**src/design/pms_pkg.sv**
```systemverilog
// Shared types, constants and the arctangent table for the polar move sequencer.
`default_nettype none

package pms_pkg;

   localparam int unsigned COORD_WIDTH          = 16;
   localparam int unsigned CORDIC_STEPS_DEFAULT = 16;
   localparam int unsigned GUARD_BITS           = 32 - COORD_WIDTH;
   localparam int unsigned ANG_FRAC             = 30;
   localparam int unsigned ANG_DROP             = ANG_FRAC - 13;
   localparam int unsigned XY_WIDTH             = 35;
   localparam int unsigned Z_WIDTH              = 34;
   localparam int unsigned ANG_WIDE             = Z_WIDTH - ANG_DROP;
   localparam int unsigned XU_WIDTH             = XY_WIDTH - 1;
   localparam int unsigned LO_WIDTH             = 17;
   localparam int unsigned HI_WIDTH             = XU_WIDTH - LO_WIDTH;
   localparam int unsigned GAIN_WIDTH           = 30;
   localparam int unsigned PROD_WIDTH           = LO_WIDTH + GAIN_WIDTH;
   localparam int unsigned SUM_WIDTH            = 66;
   localparam int unsigned DIST_SHIFT           = ANG_FRAC + GUARD_BITS;
   localparam int unsigned DIST_WIDE            = SUM_WIDTH - DIST_SHIFT;

   localparam int PI_Q13 = 25736;

   localparam logic signed [Z_WIDTH-1:0] HALF_PI_Z    = Z_WIDTH'(1686629713);
   localparam logic [GAIN_WIDTH-1:0]     INV_GAIN_Q30 = GAIN_WIDTH'(652032874);

   typedef enum logic [1:0] {
      CMD_GOAL       = 2'd0,
      CMD_ROT_DONE   = 2'd1,
      CMD_TRANS_DONE = 2'd2
   } cmd_type;

   typedef enum logic [1:0] {
      KIND_ROTATE    = 2'd0,
      KIND_TRANSLATE = 2'd1,
      KIND_REACHED   = 2'd2
   } kind_type;

   typedef enum logic [1:0] {
      PH_WAIT,
      PH_CALC,
      PH_ROT,
      PH_TRANS
   } phase_type;

   typedef struct packed {
      cmd_type            cmd;
      logic signed [15:0] goal_x;
      logic signed [15:0] goal_y;
   } req_type;

   typedef struct packed {
      kind_type           kind;
      logic signed [15:0] angle;
      logic [15:0]        distance;
   } rsp_type;

   typedef struct packed {
      logic                        valid;
      logic signed [XY_WIDTH-1:0]  x;
      logic signed [XY_WIDTH-1:0]  y;
      logic signed [Z_WIDTH-1:0]   z;
   } cell_type;

   typedef struct packed {
      logic               valid;
      logic signed [15:0] angle;
      logic [15:0]        distance;
   } fin_type;

   function automatic logic signed [Z_WIDTH-1:0] atan_z(input int unsigned step);
      int val;
      case (step)
         0:  val = 843314857;
         1:  val = 497837829;
         2:  val = 263043837;
         3:  val = 133525159;
         4:  val = 67021687;
         5:  val = 33543516;
         6:  val = 16775851;
         7:  val = 8388437;
         8:  val = 4194283;
         9:  val = 2097149;
         10: val = 1048576;
         11: val = 524288;
         12: val = 262144;
         13: val = 131072;
         14: val = 65536;
         15: val = 32768;
         16: val = 16384;
         17: val = 8192;
         18: val = 4096;
         19: val = 2048;
         20: val = 1024;
         21: val = 512;
         22: val = 256;
         23: val = 128;
         24: val = 64;
         25: val = 32;
         26: val = 16;
         27: val = 8;
         28: val = 4;
         29: val = 2;
         30: val = 1;
         default: val = 0;
      endcase
      return Z_WIDTH'(val);
   endfunction

endpackage

`default_nettype wire

```
**src/design/pms_cell.sv**
```systemverilog
// One CORDIC vectoring step with a fixed shift, registered toward the next cell.
`default_nettype none

module pms_cell #(
   parameter int unsigned STEP = 0
) (
   input  wire logic              clock,
   input  wire logic              reset,
   input  wire pms_pkg::cell_type prev_cell,
   output pms_pkg::cell_type      next_cell
);
   import pms_pkg::*;

   localparam logic signed [Z_WIDTH-1:0] ATAN = atan_z(STEP);

   logic signed [XY_WIDTH-1:0] xs;
   logic signed [XY_WIDTH-1:0] ys;
   cell_type                   stage_in;
   cell_type                   stage_ff;

   assign xs = prev_cell.x >>> STEP;
   assign ys = prev_cell.y >>> STEP;

   always_comb begin
      stage_in.valid = prev_cell.valid;
      if (!prev_cell.y[XY_WIDTH-1]) begin
         stage_in.x = prev_cell.x + ys;
         stage_in.y = prev_cell.y - xs;
         stage_in.z = prev_cell.z + ATAN;
      end else begin
         stage_in.x = prev_cell.x - ys;
         stage_in.y = prev_cell.y + xs;
         stage_in.z = prev_cell.z - ATAN;
      end
   end

   always_ff @(posedge clock) begin
      if (reset) begin
         stage_ff.valid <= 1'b0;
      end else begin
         stage_ff.valid <= stage_in.valid;
      end
      stage_ff.x <= stage_in.x;
      stage_ff.y <= stage_in.y;
      stage_ff.z <= stage_in.z;
   end

   assign next_cell = stage_ff;

endmodule

`default_nettype wire

```
**config.mk**
```make
export PLATFORM = sky130hd
export DESIGN_NAME = pms_cell
export DESIGN_NICKNAME = d
export VERILOG_FILES = /design/src/design/pms_pkg.sv /design/src/design/pms_cell.sv
export SDC_FILE = /design/constraint.sdc
export NUM_CORES = 1
export LEC_CHECK = 0
export ABC_AREA = 1
export ABC_CLOCK_PERIOD_IN_PS = 2750
export BUFFER_PORTS_ARGS = -buffer_cell sky130_fd_sc_hd__buf_4
export CAP_MARGIN = 20
export CORE_ASPECT_RATIO = 0.5
export CORE_UTILIZATION = 58
export DETAILED_ROUTE_END_ITERATION = 7
export PLACE_DENSITY = 0.84
export SLEW_MARGIN = 20
export SYNTH_ARGS = -nofsm -noshare
export SYNTH_HDL_FRONTEND = slang
export SYNTH_SLANG_ARGS = --single-unit
```
**constraint.sdc**
```tcl
create_clock -name clock -period 2.75 [get_ports clock]
set_clock_uncertainty 0.05 [all_clocks]
set_input_delay 0.1375 -clock clock [delete_from_list [all_inputs] [get_ports clock]]
set_output_delay 0.1375 -clock clock [all_outputs]
set_load 0.02 [all_outputs]
```
==> impl_metrics.yaml <==
run_status:
  outcome: "completed"
sta:
  slew_headroom_pct: 44.8
  tightest_slew_ns: 0.828
  setup_viol: 0
  final-max-slew-violation-count: 0
  fmax_mhz: 389
  timing.final.crit_share_pct: 93.5
  period_needed_ns: 2.57
  rsz0062_at_grt: "no"
  hold_viol: 0
  tns_ns: 0
floorplanning:
  die_w_um: 201
  ios: 212
  placementRows: 35
  coreArea_um2: 18900
  initial_utilization_pct: 60.8
  die-area_um2: 20400
  fp.dieH_um: 102
synthesis:
  syn_nets: 2121
  synth.distinct_cells: 48
  syn_area_um2: 11500
  ys_warn_count: 0
  ys_seq_area_share_pct: 18.1
  ys_ff_latch: 104
  synthCells: 1874
  syn_avg_cell_area_um2: 6.14
power_and_ir_drop:
  switchingPower_mw: 2.84
  seq_power_share_pct: 28.9
  switching_share_pct: 43.4
  p_comb_share_pct: 49.4
  power_leakage_nw: 7.20
  ir_drop_mv: 0.332
  pwr-share-clk_pct: 21.7
  p_int_mw: 3.70
  power_mw: 6.54
  p_per_area_nw_per_um2: 480
worst_setup_path:
  end_kind: "flip-flop"
  crit_chain: "dlygate4sd3_1, buf_4, ha_1, inv_1, fa_1, inv_1, nand3_1, nand3_1, nand2_1, nand2_2, nand2_1, nand2_2, nand3_1, nand2_1, nand2_1, nand3_1, nand2_1"
  crit_end: "next_cell[66]"
  crit_required_ns: 2.97
  crit_arrival_ns: 2.79
  cp_common_cell: "nand2_1"
  crit_buf_inv: 4
  path_max_fanout: 4
  path_class: "input port to flip-flop"
  cp_num_cells: 17
  cpLargestDelayFamily: "simple AND/OR/NAND/NOR gates"
  start_kind: "input port"
  slowest_stage: "dlygate4sd3_1"
  crit_path_start: "prev_cell[69]"
  max_stage_delay_ns: 0.53
finish:
  final_cells: 2338
  syn_to_final_growth_pct: 18.4
  fillers: 1743
  multi_input_area_um2: 8160
  seqCellArea_um2: 2080
  largest_reg_flops: 104
  finalNetCount: 2321
  drive_gt1_share_pct: 15.0
  n_antenna_cell: 0
clocking:
  cts_buffer_depth: 2
  cts_tree: "yes"
  path_clk_slew_ns: 0.08
  cts_buffers: 9
  cts-root-buf: "clkbuf_16"
  h-tree-depth: 3
  cts.sinks: 104
detailed_routing:
  drtAntennaViolNets: 0
  top_layer: "met4"
  vias_per_cell: 5.64
  drc_errors: 0
  wl_um: 39100
  dr_wl_met3_um: 4500
  drtIter0Drc: 1187
  wl_met2_um: 17000
  via_count: 13200
  firstDrtPassIters: 6
  wl_per_cell_um: 16.7
  wl_met1_um: 16400
place:
  placed_cells: 2316
  hpwl_um: 32400
  port_buffers: 211
  gp_congestion: 1.04
grt:
  grt_pass1_vias: 12200
  grt_max_degree: 68
  grt_pass1_wl_um: 61200
  antenna_found_initial: 0
  overflow: 0
  grt_use_total_pct: 38.1
job:
  drv_cap: 0
worst_hold_path:
  min_path_type: "input port to flip-flop"
==> cells by family (layout without fill, tap and decap cells) <==
group / after synthesis / after routing / share of synthesized area [%]
compound gates: 370 / 370 / 17.6
xor+xnor: 49 / 49 / 3.73
fa+ha+maj: 140 / 140 / 15.5
buf+inv: 300 / 505 / 11.1
flops: 104 / 104 / 18.1
simple gates: 911 / 911 / 34.0
==> stage by stage <==
| step | setup slack [ns] | util [%] | hold WS (ns) | cell area, um2 |
|---|---|---|---|---|
| after floorplan | 0.576 | - | 0.144 | 11500 |
| after global routing | 0.0408 | 72.0 | 0.0225 | 13600 |
| after global placement | 0.270 | 70.0 | 0.244 | 13200 |
| after detailed placement | 0.251 | 70.0 | 0.244 | 13200 |
| after CTS | 0.172 | 72.0 | 0.00231 | 13600 |
| final | 0.178 | 72.0 | 0.0160 | 13600 |
==> cell usage in the layout, fill, tap and decap left out, drive strengths merged, types with 4 or more instances in the layout <==
cell type,instances
fa,4
nand2,500
nand3,168
nand4,17
buf,231
a21oi,175
nor3,23
nand3b,4
or2,8
o21bai,18
clkbuf,9
xor2,39
a21boi,8
dfxtp,104
xnor2,10
o22ai,9
o211ai,4
dlygate4sd3,6
ha,136
o21a,5
nor2,185
inv,255
a21o,15
nor4,4
o21ai,129
==> synth_stat cells, drive strengths merged <==
cell type | count | area [um2]
a211o | 1 | 8.76
clkbuf | 8 | 30.0
dfxtp | 104 | 2080
o311ai | 1 | 8.76
o21a | 5 | 37.5
a211oi | 1 | 7.51
nor3 | 23 | 140
a21oi | 175 | 891
nand4 | 17 | 106
o21bai | 18 | 135
o21ai | 129 | 657
o22ai | 9 | 56.3
fa | 4 | 80.1
xor2 | 39 | 342
or2 | 8 | 50.1
nor2 | 185 | 749
o31ai | 1 | 7.51
nor4 | 4 | 37.5
nand3 | 168 | 856
inv | 252 | 946
a31oi | 3 | 18.8
a21o | 15 | 113
and2 | 2 | 12.5
a21boi | 8 | 60.1
nand2 | 500 | 1920
buf | 40 | 302
ha | 136 | 1700
o211ai | 4 | 30.0
nand3b | 4 | 33.8
xnor2 | 10 | 87.6
==> worst min path at each step <==
stage | startpoint | depth (start not counted) | to | slack [ns]
2_1_floorplan | prev_cell[0] | 1 | next_cell[0] | 0.14
3_3_place_gp | reset | 2 | next_cell[104] | 0.24
3_5_place_dp | reset | 2 | next_cell[104] | 0.24
4_1_cts | prev_cell[33] | 4 | next_cell[33] | 0.002
5_1_grt | prev_cell[33] | 4 | next_cell[33] | 0.02
6_report | prev_cell[33] | 4 | next_cell[33] | 0.02
==> layout make-up <==
class	instances	share of cell area [%]
Multi-Input combinational cell	1470	59.9
Sequential cell	104	15.3
Timing Repair Buffer	237	13.2
Inverter	252	6.94
Tap cell	259	2.38
Clock buffer	9	1.65
Clock inverter	7	0.716
==> power by group through the flow <==
stage	clock network [mW]	logic, mW	registers [mW]
floorplan	0	1.64	2.28
global placement	0	3.11	1.92
detailed placement	0	3.13	1.93
CTS	1.44	3.15	1.89
global route	1.50	3.50	1.92
finish	1.42	3.23	1.89
==> repair_timing <==
action,in CTS,in global routing
hold buffers,6,0
setup buffers,0,0
setup endpoints to repair,0,2
gates resized for setup,0,2
hold endpoints to repair,5,0
==> metal layers <==
metal / GRT usage [%] / vias up
li1: - / 6487
met1: 48.7 / 5882
met2: 62.9 / 713
met3: 9.81 / 101
met4: 13.0 / 0
met5: 0 / -
==> worst min-delay path, cell delays in order <==
cell and delay (ns):
buf_4 0.08, xnor2_1 0.06, nand2_1 0.06, nand2_1 0.04
No activity file was read; power rests on OpenSTA's default activity.
