### src/design/pms_pkg.sv
// Shared types, constants and the arctangent table for the polar move sequencer.
`default_nettype none

package pms_pkg;

   localparam int unsigned COORD_WIDTH          = 16;
   localparam int unsigned CORDIC_STEPS_DEFAULT = 16;
   localparam int unsigned GUARD_BITS           = 32 - COORD_WIDTH;
   localparam int unsigned ANG_FRAC             = 30;
   localparam int unsigned ANG_DROP             = ANG_FRAC - 13;
   localparam int unsigned XY_WIDTH             = 35;
   localparam int unsigned Z_WIDTH              = 34;
   localparam int unsigned ANG_WIDE             = Z_WIDTH - ANG_DROP;
   localparam int unsigned XU_WIDTH             = XY_WIDTH - 1;
   localparam int unsigned LO_WIDTH             = 17;
   localparam int unsigned HI_WIDTH             = XU_WIDTH - LO_WIDTH;
   localparam int unsigned GAIN_WIDTH           = 30;
   localparam int unsigned PROD_WIDTH           = LO_WIDTH + GAIN_WIDTH;
   localparam int unsigned SUM_WIDTH            = 66;
   localparam int unsigned DIST_SHIFT           = ANG_FRAC + GUARD_BITS;
   localparam int unsigned DIST_WIDE            = SUM_WIDTH - DIST_SHIFT;

   localparam int PI_Q13 = 25736;

   localparam logic signed [Z_WIDTH-1:0] HALF_PI_Z    = Z_WIDTH'(1686629713);
   localparam logic [GAIN_WIDTH-1:0]     INV_GAIN_Q30 = GAIN_WIDTH'(652032874);

   typedef enum logic [1:0] {
      CMD_GOAL       = 2'd0,
      CMD_ROT_DONE   = 2'd1,
      CMD_TRANS_DONE = 2'd2
   } cmd_type;

   typedef enum logic [1:0] {
      KIND_ROTATE    = 2'd0,
      KIND_TRANSLATE = 2'd1,
      KIND_REACHED   = 2'd2
   } kind_type;

   typedef enum logic [1:0] {
      PH_WAIT,
      PH_CALC,
      PH_ROT,
      PH_TRANS
   } phase_type;

   typedef struct packed {
      cmd_type            cmd;
      logic signed [15:0] goal_x;
      logic signed [15:0] goal_y;
   } req_type;

   typedef struct packed {
      kind_type           kind;
      logic signed [15:0] angle;
      logic [15:0]        distance;
   } rsp_type;

   typedef struct packed {
      logic                        valid;
      logic signed [XY_WIDTH-1:0]  x;
      logic signed [XY_WIDTH-1:0]  y;
      logic signed [Z_WIDTH-1:0]   z;
   } cell_type;

   typedef struct packed {
      logic               valid;
      logic signed [15:0] angle;
      logic [15:0]        distance;
   } fin_type;

   function automatic logic signed [Z_WIDTH-1:0] atan_z(input int unsigned step);
      int val;
      case (step)
         0:  val = 843314857;
         1:  val = 497837829;
         2:  val = 263043837;
         3:  val = 133525159;
         4:  val = 67021687;
         5:  val = 33543516;
         6:  val = 16775851;
         7:  val = 8388437;
         8:  val = 4194283;
         9:  val = 2097149;
         10: val = 1048576;
         11: val = 524288;
         12: val = 262144;
         13: val = 131072;
         14: val = 65536;
         15: val = 32768;
         16: val = 16384;
         17: val = 8192;
         18: val = 4096;
         19: val = 2048;
         20: val = 1024;
         21: val = 512;
         22: val = 256;
         23: val = 128;
         24: val = 64;
         25: val = 32;
         26: val = 16;
         27: val = 8;
         28: val = 4;
         29: val = 2;
         30: val = 1;
         default: val = 0;
      endcase
      return Z_WIDTH'(val);
   endfunction

endpackage

`default_nettype wire

### src/design/pms_finish.sv
// Angle rounding and clamp, gain correction of the magnitude, distance saturation.
`default_nettype none

module pms_finish (
   input  wire logic              clock,
   input  wire logic              reset,
   input  wire pms_pkg::cell_type last_cell,
   output pms_pkg::fin_type       fin
);
   import pms_pkg::*;

   localparam logic signed [Z_WIDTH-1:0]  ANG_HALF  = Z_WIDTH'(1) <<< (ANG_DROP - 1);
   localparam logic signed [ANG_WIDE-1:0] PI_POS    = ANG_WIDE'(PI_Q13);
   localparam logic signed [ANG_WIDE-1:0] PI_NEG    = ANG_WIDE'(-PI_Q13);
   localparam logic [SUM_WIDTH-1:0]       DIST_HALF = SUM_WIDTH'(1) << (DIST_SHIFT - 1);

   logic signed [Z_WIDTH-1:0]  z_round;
   logic signed [ANG_WIDE-1:0] ang_wide;
   logic signed [15:0]         ang_in;
   logic [XU_WIDTH-1:0]        xu;
   logic [PROD_WIDTH-1:0]      p_lo_in;
   logic [PROD_WIDTH-1:0]      p_hi_in;

   logic                       s1_valid_ff;
   logic signed [15:0]         ang_ff;
   logic [PROD_WIDTH-1:0]      p_lo_ff;
   logic [PROD_WIDTH-1:0]      p_hi_ff;

   logic [SUM_WIDTH-1:0]       sum;
   logic [DIST_WIDE-1:0]       dist_wide;
   fin_type                    fin_in;
   fin_type                    fin_ff;

   // stage 1: angle and two partial products of the gain correction
   assign z_round  = last_cell.z + ANG_HALF;
   assign ang_wide = z_round[Z_WIDTH-1:ANG_DROP];

   always_comb begin
      if (ang_wide > PI_POS) begin
         ang_in = PI_POS[15:0];
      end else if (ang_wide < PI_NEG) begin
         ang_in = PI_NEG[15:0];
      end else begin
         ang_in = ang_wide[15:0];
      end
   end

   assign xu      = last_cell.x[XY_WIDTH-1] ? '0 : last_cell.x[XU_WIDTH-1:0];
   assign p_lo_in = PROD_WIDTH'(xu[LO_WIDTH-1:0]) * PROD_WIDTH'(INV_GAIN_Q30);
   assign p_hi_in = PROD_WIDTH'(xu[XU_WIDTH-1:LO_WIDTH]) * PROD_WIDTH'(INV_GAIN_Q30);

   // stage 2: combine, round, saturate
   assign sum = (SUM_WIDTH'(p_hi_ff) << LO_WIDTH) + SUM_WIDTH'(p_lo_ff) + DIST_HALF;
   assign dist_wide = sum[SUM_WIDTH-1:DIST_SHIFT];

   always_comb begin
      fin_in.valid = s1_valid_ff;
      fin_in.angle = ang_ff;
      if (|dist_wide[DIST_WIDE-1:16]) begin
         fin_in.distance = 16'hFFFF;
      end else begin
         fin_in.distance = dist_wide[15:0];
      end
   end

   always_ff @(posedge clock) begin
      if (reset) begin
         s1_valid_ff  <= 1'b0;
         fin_ff.valid <= 1'b0;
      end else begin
         s1_valid_ff  <= last_cell.valid;
         fin_ff.valid <= fin_in.valid;
      end
      ang_ff          <= ang_in;
      p_lo_ff         <= p_lo_in;
      p_hi_ff         <= p_hi_in;
      fin_ff.angle    <= fin_in.angle;
      fin_ff.distance <= fin_in.distance;
   end

   assign fin = fin_ff;

endmodule

`default_nettype wire

### config.mk
export PLATFORM = sky130hd
export DESIGN_NAME = pms_finish
export DESIGN_NICKNAME = d
export VERILOG_FILES = /design/src/design/pms_pkg.sv /design/src/design/pms_finish.sv
export SDC_FILE = /design/constraint.sdc
export NUM_CORES = 1
export LEC_CHECK = 0
export BUFFER_PORTS_ARGS = -buffer_cell sky130_fd_sc_hd__buf_2
export CORE_MARGIN = 5
export CORE_UTILIZATION = 35
export CTS_CLUSTER_SIZE = 14
export DETAILED_ROUTE_END_ITERATION = 7
export GPL_ROUTABILITY_DRIVEN = 0
export SYNTH_ARGS = -nofsm -noshare
export SYNTH_HDL_FRONTEND = slang
export SYNTH_SLANG_ARGS = --single-unit
### constraint.sdc
create_clock -name clock -period 6.3 [get_ports clock]
set_input_delay 0.315 -clock clock [delete_from_list [all_inputs] [get_ports clock]]
set_output_delay 0.315 -clock clock [all_outputs]
set_load 0.02 [all_outputs]
==> results of run 1 <==
-- per-layer routing --
metal | wire [µm] | vias to the layer above
li1 | - | 8023
met1 | 25800 | 8048
met2 | 27400 | 393
met3 | 3720 | 84
met4 | 1460 | 0
met5 | 0 | -
-- flip-flops by register name, summed over array words and instances (netlist names) --
name	flops
ang_ff	16
fin	33
p_hi_ff	46
p_lo_ff	29
s1_valid_ff	1
-- layout by cell type, fill, tap and decap left out, types with 20 or more instances in the layout --
cell type / netlist / layout
buf_2: 2 / 87
nor2b_1: 29 / 20
nor2_1: 60 / 59
a21oi_1: 90 / 86
nand2_1: 75 / 75
xor2_1: 50 / 50
fa_1: 381 / 364
nand2b_1: 37 / 30
inv_1: 661 / 650
o21ai_0: 47 / 43
buf_4: 0 / 354
ha_1: 369 / 355
a21o_1: 50 / 50
dfxtp_1: 125 / 125
xnor2_1: 56 / 55
-- how the worst max path moves through the flow --
stage	start	endpoint	slack, ns	depth (start not counted)
after floorplan	last_cell[103]	p_hi_ff[39]	-0.04	22
after global placement	last_cell[103]	p_hi_ff[41]	-0.54	26
after detailed placement	last_cell[103]	p_hi_ff[39]	-0.62	26
after CTS	last_cell[103]	p_hi_ff[44]	0.006	23
after global routing	last_cell[103]	p_lo_ff[41]	-0.01	26
final	last_cell[103]	p_hi_ff[44]	0.21	25
-- repair_timing --
item / in CTS / in global routing
pin swaps: 6 / 35
cloned: 0 / 1
resized for setup: 8 / 71
endpoints found under the hold margin: 0 / 0
buffers inserted: 2 / 1
endpoints found under the setup margin: 7 / 31
-- power groups by stage --
stage	Combinational, mW	Sequential, mW	Clock [mW]
floorplan	8.21	1.40	0
global placement	13.0	1.38	0
detailed placement	13.1	1.38	0
CTS	13.4	1.37	1.06
global route	15.3	1.40	1.11
finish	13.6	1.37	1.04
-- logic make-up (layout without fill, tap and decap cells) --
logic type | Yosys count | in the layout
adders and majority gates | 750 | 750
buffers and inverters | 690 | 1139
and+or+nand+nor | 309 | 309
muxes | 4 | 4
AOI/OAI and AO/OA | 304 | 304
DFF | 125 | 125
xor gates and xnor gates | 106 | 106
-- area by class of cell --
class / instances / area [µm²] / area share
Sequential cell: 125 / 2500 / 0.0925
Inverter: 661 / 2480 / 0.0917
Multi-Input combinational cell: 1473 / 17200 / 0.636
Clock buffer: 21 / 470 / 0.0174
Timing Repair Buffer: 446 / 3180 / 0.118
Tap cell: 837 / 1050 / 0.0387
Clock inverter: 11 / 164 / 0.00606
-- through the flow --
stage          setup WS (ns)  cells  TNS, ns
3_5_place_dp          -0.624   3538   -11.70
4_1_cts              0.00560   3572        0
2_1_floorplan        -0.0443   2288  -0.0781
6_report               0.213   3574        0
5_1_grt              -0.0128   3574  -0.0178
3_3_place_gp          -0.542   3538    -9.53
-- critical path: stages --
cell      delay, ns
buf_8          0.13
buf_12         0.14
buf_4          0.16
nand2b_4       0.14
buf_4          0.14
fa_1           0.55
inv_2          0.06
fa_2           0.55
inv_1          0.05
fa_1           0.51
fa_2           0.55
inv_1          0.06
fa_2           0.46
fa_2           0.42
ha_4           0.29
nand4_1        0.11
buf_4          0.17
o41ai_4        0.34
a21oi_2        0.08
o31ai_4        0.09
a21oi_2        0.13
o21a_1         0.21
or3_1          0.35
a32oi_1        0.23
xor2_1         0.17
-- synthesized netlist by cell type (16+ instances only) --
library cell and n:
inv_1 661, fa_1 381, ha_1 369, dfxtp_1 125
a21oi_1 90, nand2_1 75, nor2_1 60, xnor2_1 56
a21o_1 50, xor2_1 50, o21ai_0 47, nand2b_1 37
nor2b_1 29, clkbuf_1 24, nand3_1 19, and3_1 18
o21bai_1 18, nand4_1 17, o211ai_1 16
==> results.txt, run 1 <==
----------------------------------------------------
[Outcome]
  Run status ... completed

[Final layout]
  Filler cells ... 5904
  Post-route core utilization ... 0.437
  Layout cells sized above 1 ... 0.210
  Post-route design area ... 0.0271 mm²
  Ant diodes ... 0
  Number of nets at the end of the flow ... 3581
  Layout area overhead ... 23.4%

[STA]
  Least-Margin Pin Slew ... 1.22 ns
  Max frequency ... 164 MHz
  Slew Limit Fails ... 0
  Min Tclk post-route ... 6.09 ns
  Finish-stage setup viols ... 0
  Hold Worst Slack ... 0.0625 ns
  Relative slew slack ... 0.179
  Number of endpoints with negative hold slack in the final report ... 0
  Final worst clock skew ... 0.0123 ns
  Post-route fraction of the period consumed by the critical path ... 0.966

[Critical path]
  Worst setup slack for register-to-register paths ... 2.66 ns
  Crit Reg-Reg Startpoint ... p_lo_ff[24]
  Worst setup SP type ... input pin
  Data arrival time of the critical path ... 6.44 ns
  Max Fanout on Critical Path ... 6
  Category of the critical setup timing path ... in2reg
  Worst endpoint required time ... 6.66 ns
  Worst R2R Path Depth ... 11
  Worst R2R End ... fin[12]
  Worst Setup End Kind ... flip-flop

[Global route]
  Busiest grt layer ... met2
  GRT met1 Usage ... 0.235
  Congestion Overflow GR ... 0
  Met3 usage in global routing ... 0.0443
  Antenna violations before repair ... 1
  Number of global-route vias before repair ... 18400
  Aggregate global-route resource usage ... 0.178
  Largest net degree at the start of global routing ... 17
  Global-route wire length before repair ... 95.8 mm
  Met2 global-route usage ... 0.293

[Yosys]
  Mean instance size in the synthesized netlist ... 9.59 µm²
  Share of synthesized registers carrying an async set or reset ... 0
  Dominant combinational cell family by area after synthesis ... adder cells
  Post-Synth XOR/XNOR Area ... 0.0423
  Post-synthesis compound-gate area fraction ... 0.0919
  Count of cell types in the netlist ... 71
  Synthesized-area fraction occupied by and/or/nand/nor cells ... 0.0731
  Ranking of synthesized cells by area ... fa_1 (35%), ha_1 (21%), dfxtp_1 (11%)
  Post-synth top flop ... dfxtp_1
  Net count after synthesis ... 3145
  Synth area leader ... fa_1
  Post-Syn Area ... 0.0219 mm²
  Number of register bits inferred by synthesis ... 125
  Count of flip-flops with a built-in enable after synthesis ... 0
  Synthesis Warnings ... 0
  Portion of netlist area occupied by mux cells ... 0.00183
  Fraction of the mapped netlist area in adder cells ... 0.558
  Fraction of post-synthesis cell area in the top cell type by area ... 0.348
  Sequential fraction of the synthesis area ... 0.114
  Cell count after synthesis ... 2288

[Detailed routing]
  Via count ... 16500
  Routed wire length per instance ... 16.3 µm
  Drt first-iter violations ... 834
  Antenna viol nets, final ... 0
  Wire length reported by the detailed router ... 58.4 mm
  Number of remaining DRC errors ... 0
  Iteration count of the initial detailed-routing pass ... 5
  Via count normalized by instance count ... 4.63

[Flow run]
  Count of maximum capacitance violations ... 0

[Worst hold path]
  Hold_sp ... reset
  Hold/Removal Path Class ... in2reg
  Depth of the worst hold-timing path ... 2
  Worst Hold Endpoint ... s1_valid_ff

[Clock network]
  Cts bufs inserted ... 17
  Buffer cell driving the clock tree root ... clkbuf_16
  Source-to-sink clock delay at the later pin of the worst-skew pair ... 0.43 ns
  Number of H-tree levels ... 4
  Register clock-pin slew on the reported worst setup and hold paths ... 0.05 ns
  Clock Sink Count ... 125
  Max Root-Sink Buffers ... 2
  Hold bufs inserted after CTS ... 0
  CTS tree ... built

[Die]
  # rows ... 91
  Die area ... 0.0678 mm²
  Core area ... 0.0619 mm²
  Die width ... 260 µm
  Number of top-level pins ... 140
  Starting density of the core ... 0.354
  Die extent in y ... 260 µm

[Placed design]
  Dpl hpwl ... 52.7 mm
  Input/output buffers ... 88
  Placed cell area ... 0.0261 mm²

[Pwr]
  Total power after layout ... 16.0 mW
  Relative contribution of combinational cells to total power ... 0.849
  Standby leakage power ... 14.9 nW
  P per Cell Area ... 590 mW/mm²
  Internal power consumption ... 8.55 mW
  Clock network power share ... 0.065
  Sequential Power Share ... 0.086
  Peak supply drop ... 0.422 mV
  Switch Pwr ... 7.42 mW
  Switching power as a share of total power ... 0.465

----------------------------------------------------
(Power assumes the default switching activity.)
==> run 2: changes to the inputs <==
--- a/config.mk
+++ b/config.mk
@@ -7,7 +7,7 @@
 export LEC_CHECK = 0
 export BUFFER_PORTS_ARGS = -buffer_cell sky130_fd_sc_hd__buf_2
 export CORE_MARGIN = 5
-export CORE_UTILIZATION = 35
+export CORE_UTILIZATION = 45
 export CTS_CLUSTER_SIZE = 14
 export DETAILED_ROUTE_END_ITERATION = 7
 export GPL_ROUTABILITY_DRIVEN = 0
==> run 2 against run 1 <==
Effect of this change: clock power about the same; utilization up 12 points; clock skew up 0.00058 ns; hold slack worse by 0.0064 ns; global-route usage up 4.2 points; cell count down 5.5%; sequential cell count unchanged; routed wire length down 1.7%; first-iteration DRC count up 3.8%; sequential share of layout area about the same; setup slack worse by 0.033 ns; critical endpoint is now p_lo_ff[43]; highest routed layer unchanged.
==> results.txt, run 2 (synthesis results as in run 1) <==
----------------------------------------------------
[Pwr]
  P per Cell Area ... 605 mW/mm²
  Total power after layout ... 16.3 mW
  Standby leakage power ... 15.0 nW
  Peak supply drop ... 0.391 mV

[Critical path]
  Worst endpoint required time ... 6.65 ns
  Worst R2R Path Depth ... 11
  Worst Setup End Kind ... flip-flop
  Max Fanout on Critical Path ... 7
  Data arrival time of the critical path ... 6.47 ns
  Worst setup SP type ... input pin
  Category of the critical setup timing path ... in2reg

[STA]
  Max frequency ... 163 MHz
  Min Tclk post-route ... 6.12 ns
  Relative slew slack ... 0.468
  Slew Limit Fails ... 0
  Finish-stage setup viols ... 0
  Number of endpoints with negative hold slack in the final report ... 0
  Least-Margin Pin Slew ... 0.799 ns
  Final worst clock skew ... 0.0129 ns
  Post-route fraction of the period consumed by the critical path ... 0.972
  Worst-case setup margin in the final layout ... 0.179 ns

[Detailed routing]
  Via count ... 16600
  Wire length reported by the detailed router ... 57.4 mm
  Antenna viol nets, final ... 0
  Drt first-iter violations ... 866
  Number of remaining DRC errors ... 0
  Iteration count of the initial detailed-routing pass ... 5
  Routed wire length per instance ... 17.0 µm
  Via count normalized by instance count ... 4.91

[Die]
  Core area ... 0.0485 mm²
  # rows ... 81
  Starting density of the core ... 0.452
  Die area ... 0.0533 mm²
  Number of top-level pins ... 140
  Die width ... 231 µm
  Die extent in y ... 231 µm

[Final layout]
  Top library cells by usage in the layout, fill and taps aside ... inv_1 (654), fa_1 (372), buf_4 (372), ha_1 (356), dfxtp_1 (125)
  Most common library cell in the layout ignoring fill and taps ... inv_1
  Number of nets at the end of the flow ... 3601
  Max FFs per register ... 46
  Post-route design area ... 0.0270 mm²
  Layout cells sized above 1 ... 0.210
  Post-route core utilization ... 0.555
  Layout area overhead ... 22.9%
  Ant diodes ... 0
  Reg with most FFs ... p_hi_ff

[Global route]
  Met3 usage in global routing ... 0.0245
  Global-route wire length before repair ... 93.4 mm
  Met2 global-route usage ... 0.381
  Busiest grt layer ... met2
  Number of global-route vias before repair ... 18100
  Aggregate global-route resource usage ... 0.220
  Antenna violations before repair ... 1
  Largest net degree at the start of global routing ... 20
  GRT met1 Usage ... 0.283
  Congestion Overflow GR ... 0

[Worst hold path]
  Depth of the worst hold-timing path ... 2
  Hold/Removal Path Class ... in2reg

[Clock network]
  Cts bufs inserted ... 17
  Buffer cell driving the clock tree root ... clkbuf_16
  Register clock-pin slew on the reported worst setup and hold paths ... 0.06 ns
  Clock Sink Count ... 125
  Hold bufs inserted after CTS ... 0
  Max Root-Sink Buffers ... 2
  Number of H-tree levels ... 4
  Source-to-sink clock delay at the later pin of the worst-skew pair ... 0.42 ns
  CTS tree ... built

[Placed design]
  Setup WS pre-CTS ... -0.695 ns
  Input/output buffers ... 88
  Placed cell area ... 0.0259 mm²
  Dpl hpwl ... 51.6 mm

[Outcome]
  Run status ... completed

[Flow run]
  Count of maximum capacitance violations ... 0

----------------------------------------------------
==> run 2: changes by cell type in the layout (fill, tap and decap cells not counted), moves of 3 or more <==
cell and delta:
inv_1 +4, fa_2 -8, inv_2 -4, fa_1 +8, nor2b_2 -3, buf_4 +18, nand2b_4 -3, a21oi_1 -4
a21oi_2 +4, nand2b_1 +3
==> run 2: metal layers <==
layer  vias up  wire (µm)
met3       123       2220
met1      8038      24400
met5         -          0
met4         0       2700
li1       8058          -
met2       357      28000
==> run 2: power by group <==
group          internal [mW]  switching [mW]
sequential              1.24           0.130
combinational           6.80            7.09
clock                  0.674           0.362
total                   8.71            7.58
==> run 2: cell type report <==
type	count	area, µm²
repair buffers	466	3360
multi-input cells	1473	17200
flip-flops and latches	125	2500
clock buffers	19	443
fillers	4312	21600
clock inverters	13	189
well taps	622	778
inverters	661	2480
==> run 2: final timing paths <==
kind,start,endpoint,slack (ns)
worst max-delay path,last_cell[103],p_lo_ff[43],0.18
worst min-delay path,reset,fin[32],0.06
worst max register to register,p_lo_ff[24],fin[11],2.82
worst min register to register,ang_ff[15],fin[31],0.33
==> run 2: metrics by stage <==
| stage | setup TNS [ns] | cells | hold WS [ns] |
|---|---|---|---|
| final | 0 | 3379 | 0.0561 |
| after global routing | -0.120 | 3379 | 0.0476 |
| after CTS | -0.0465 | 3371 | 0.0291 |
| after detailed placement | -11.99 | 3339 | 0.316 |
| after global placement | -10.09 | 3339 | 0.316 |
| after floorplan | -0.0781 | 2288 | 0.310 |
==> run 2: timing repair <==
action,in CTS,in global routing
resized for setup,4,59
setup buffers,0,6
setup endpoints to repair,9,29
gates cloned,0,2
pin swaps,0,25
==> run 2: worst max-delay path: stages <==
cell      delay (ns)
buf_8           0.13
buf_4           0.17
nand2b_1        0.20
inv_2           0.14
fa_1            0.51
fa_1            0.55
inv_1           0.06
fa_1            0.48
fa_1            0.51
inv_1           0.06
fa_1            0.50
fa_1            0.49
ha_1            0.35
nand4_1         0.11
a21oi_1         0.12
o21ai_0         0.12
o221ai_2        0.26
a21oi_2         0.10
buf_4           0.15
a21oi_2         0.22
a31oi_4         0.15
or4b_2          0.66
nand3_1         0.10
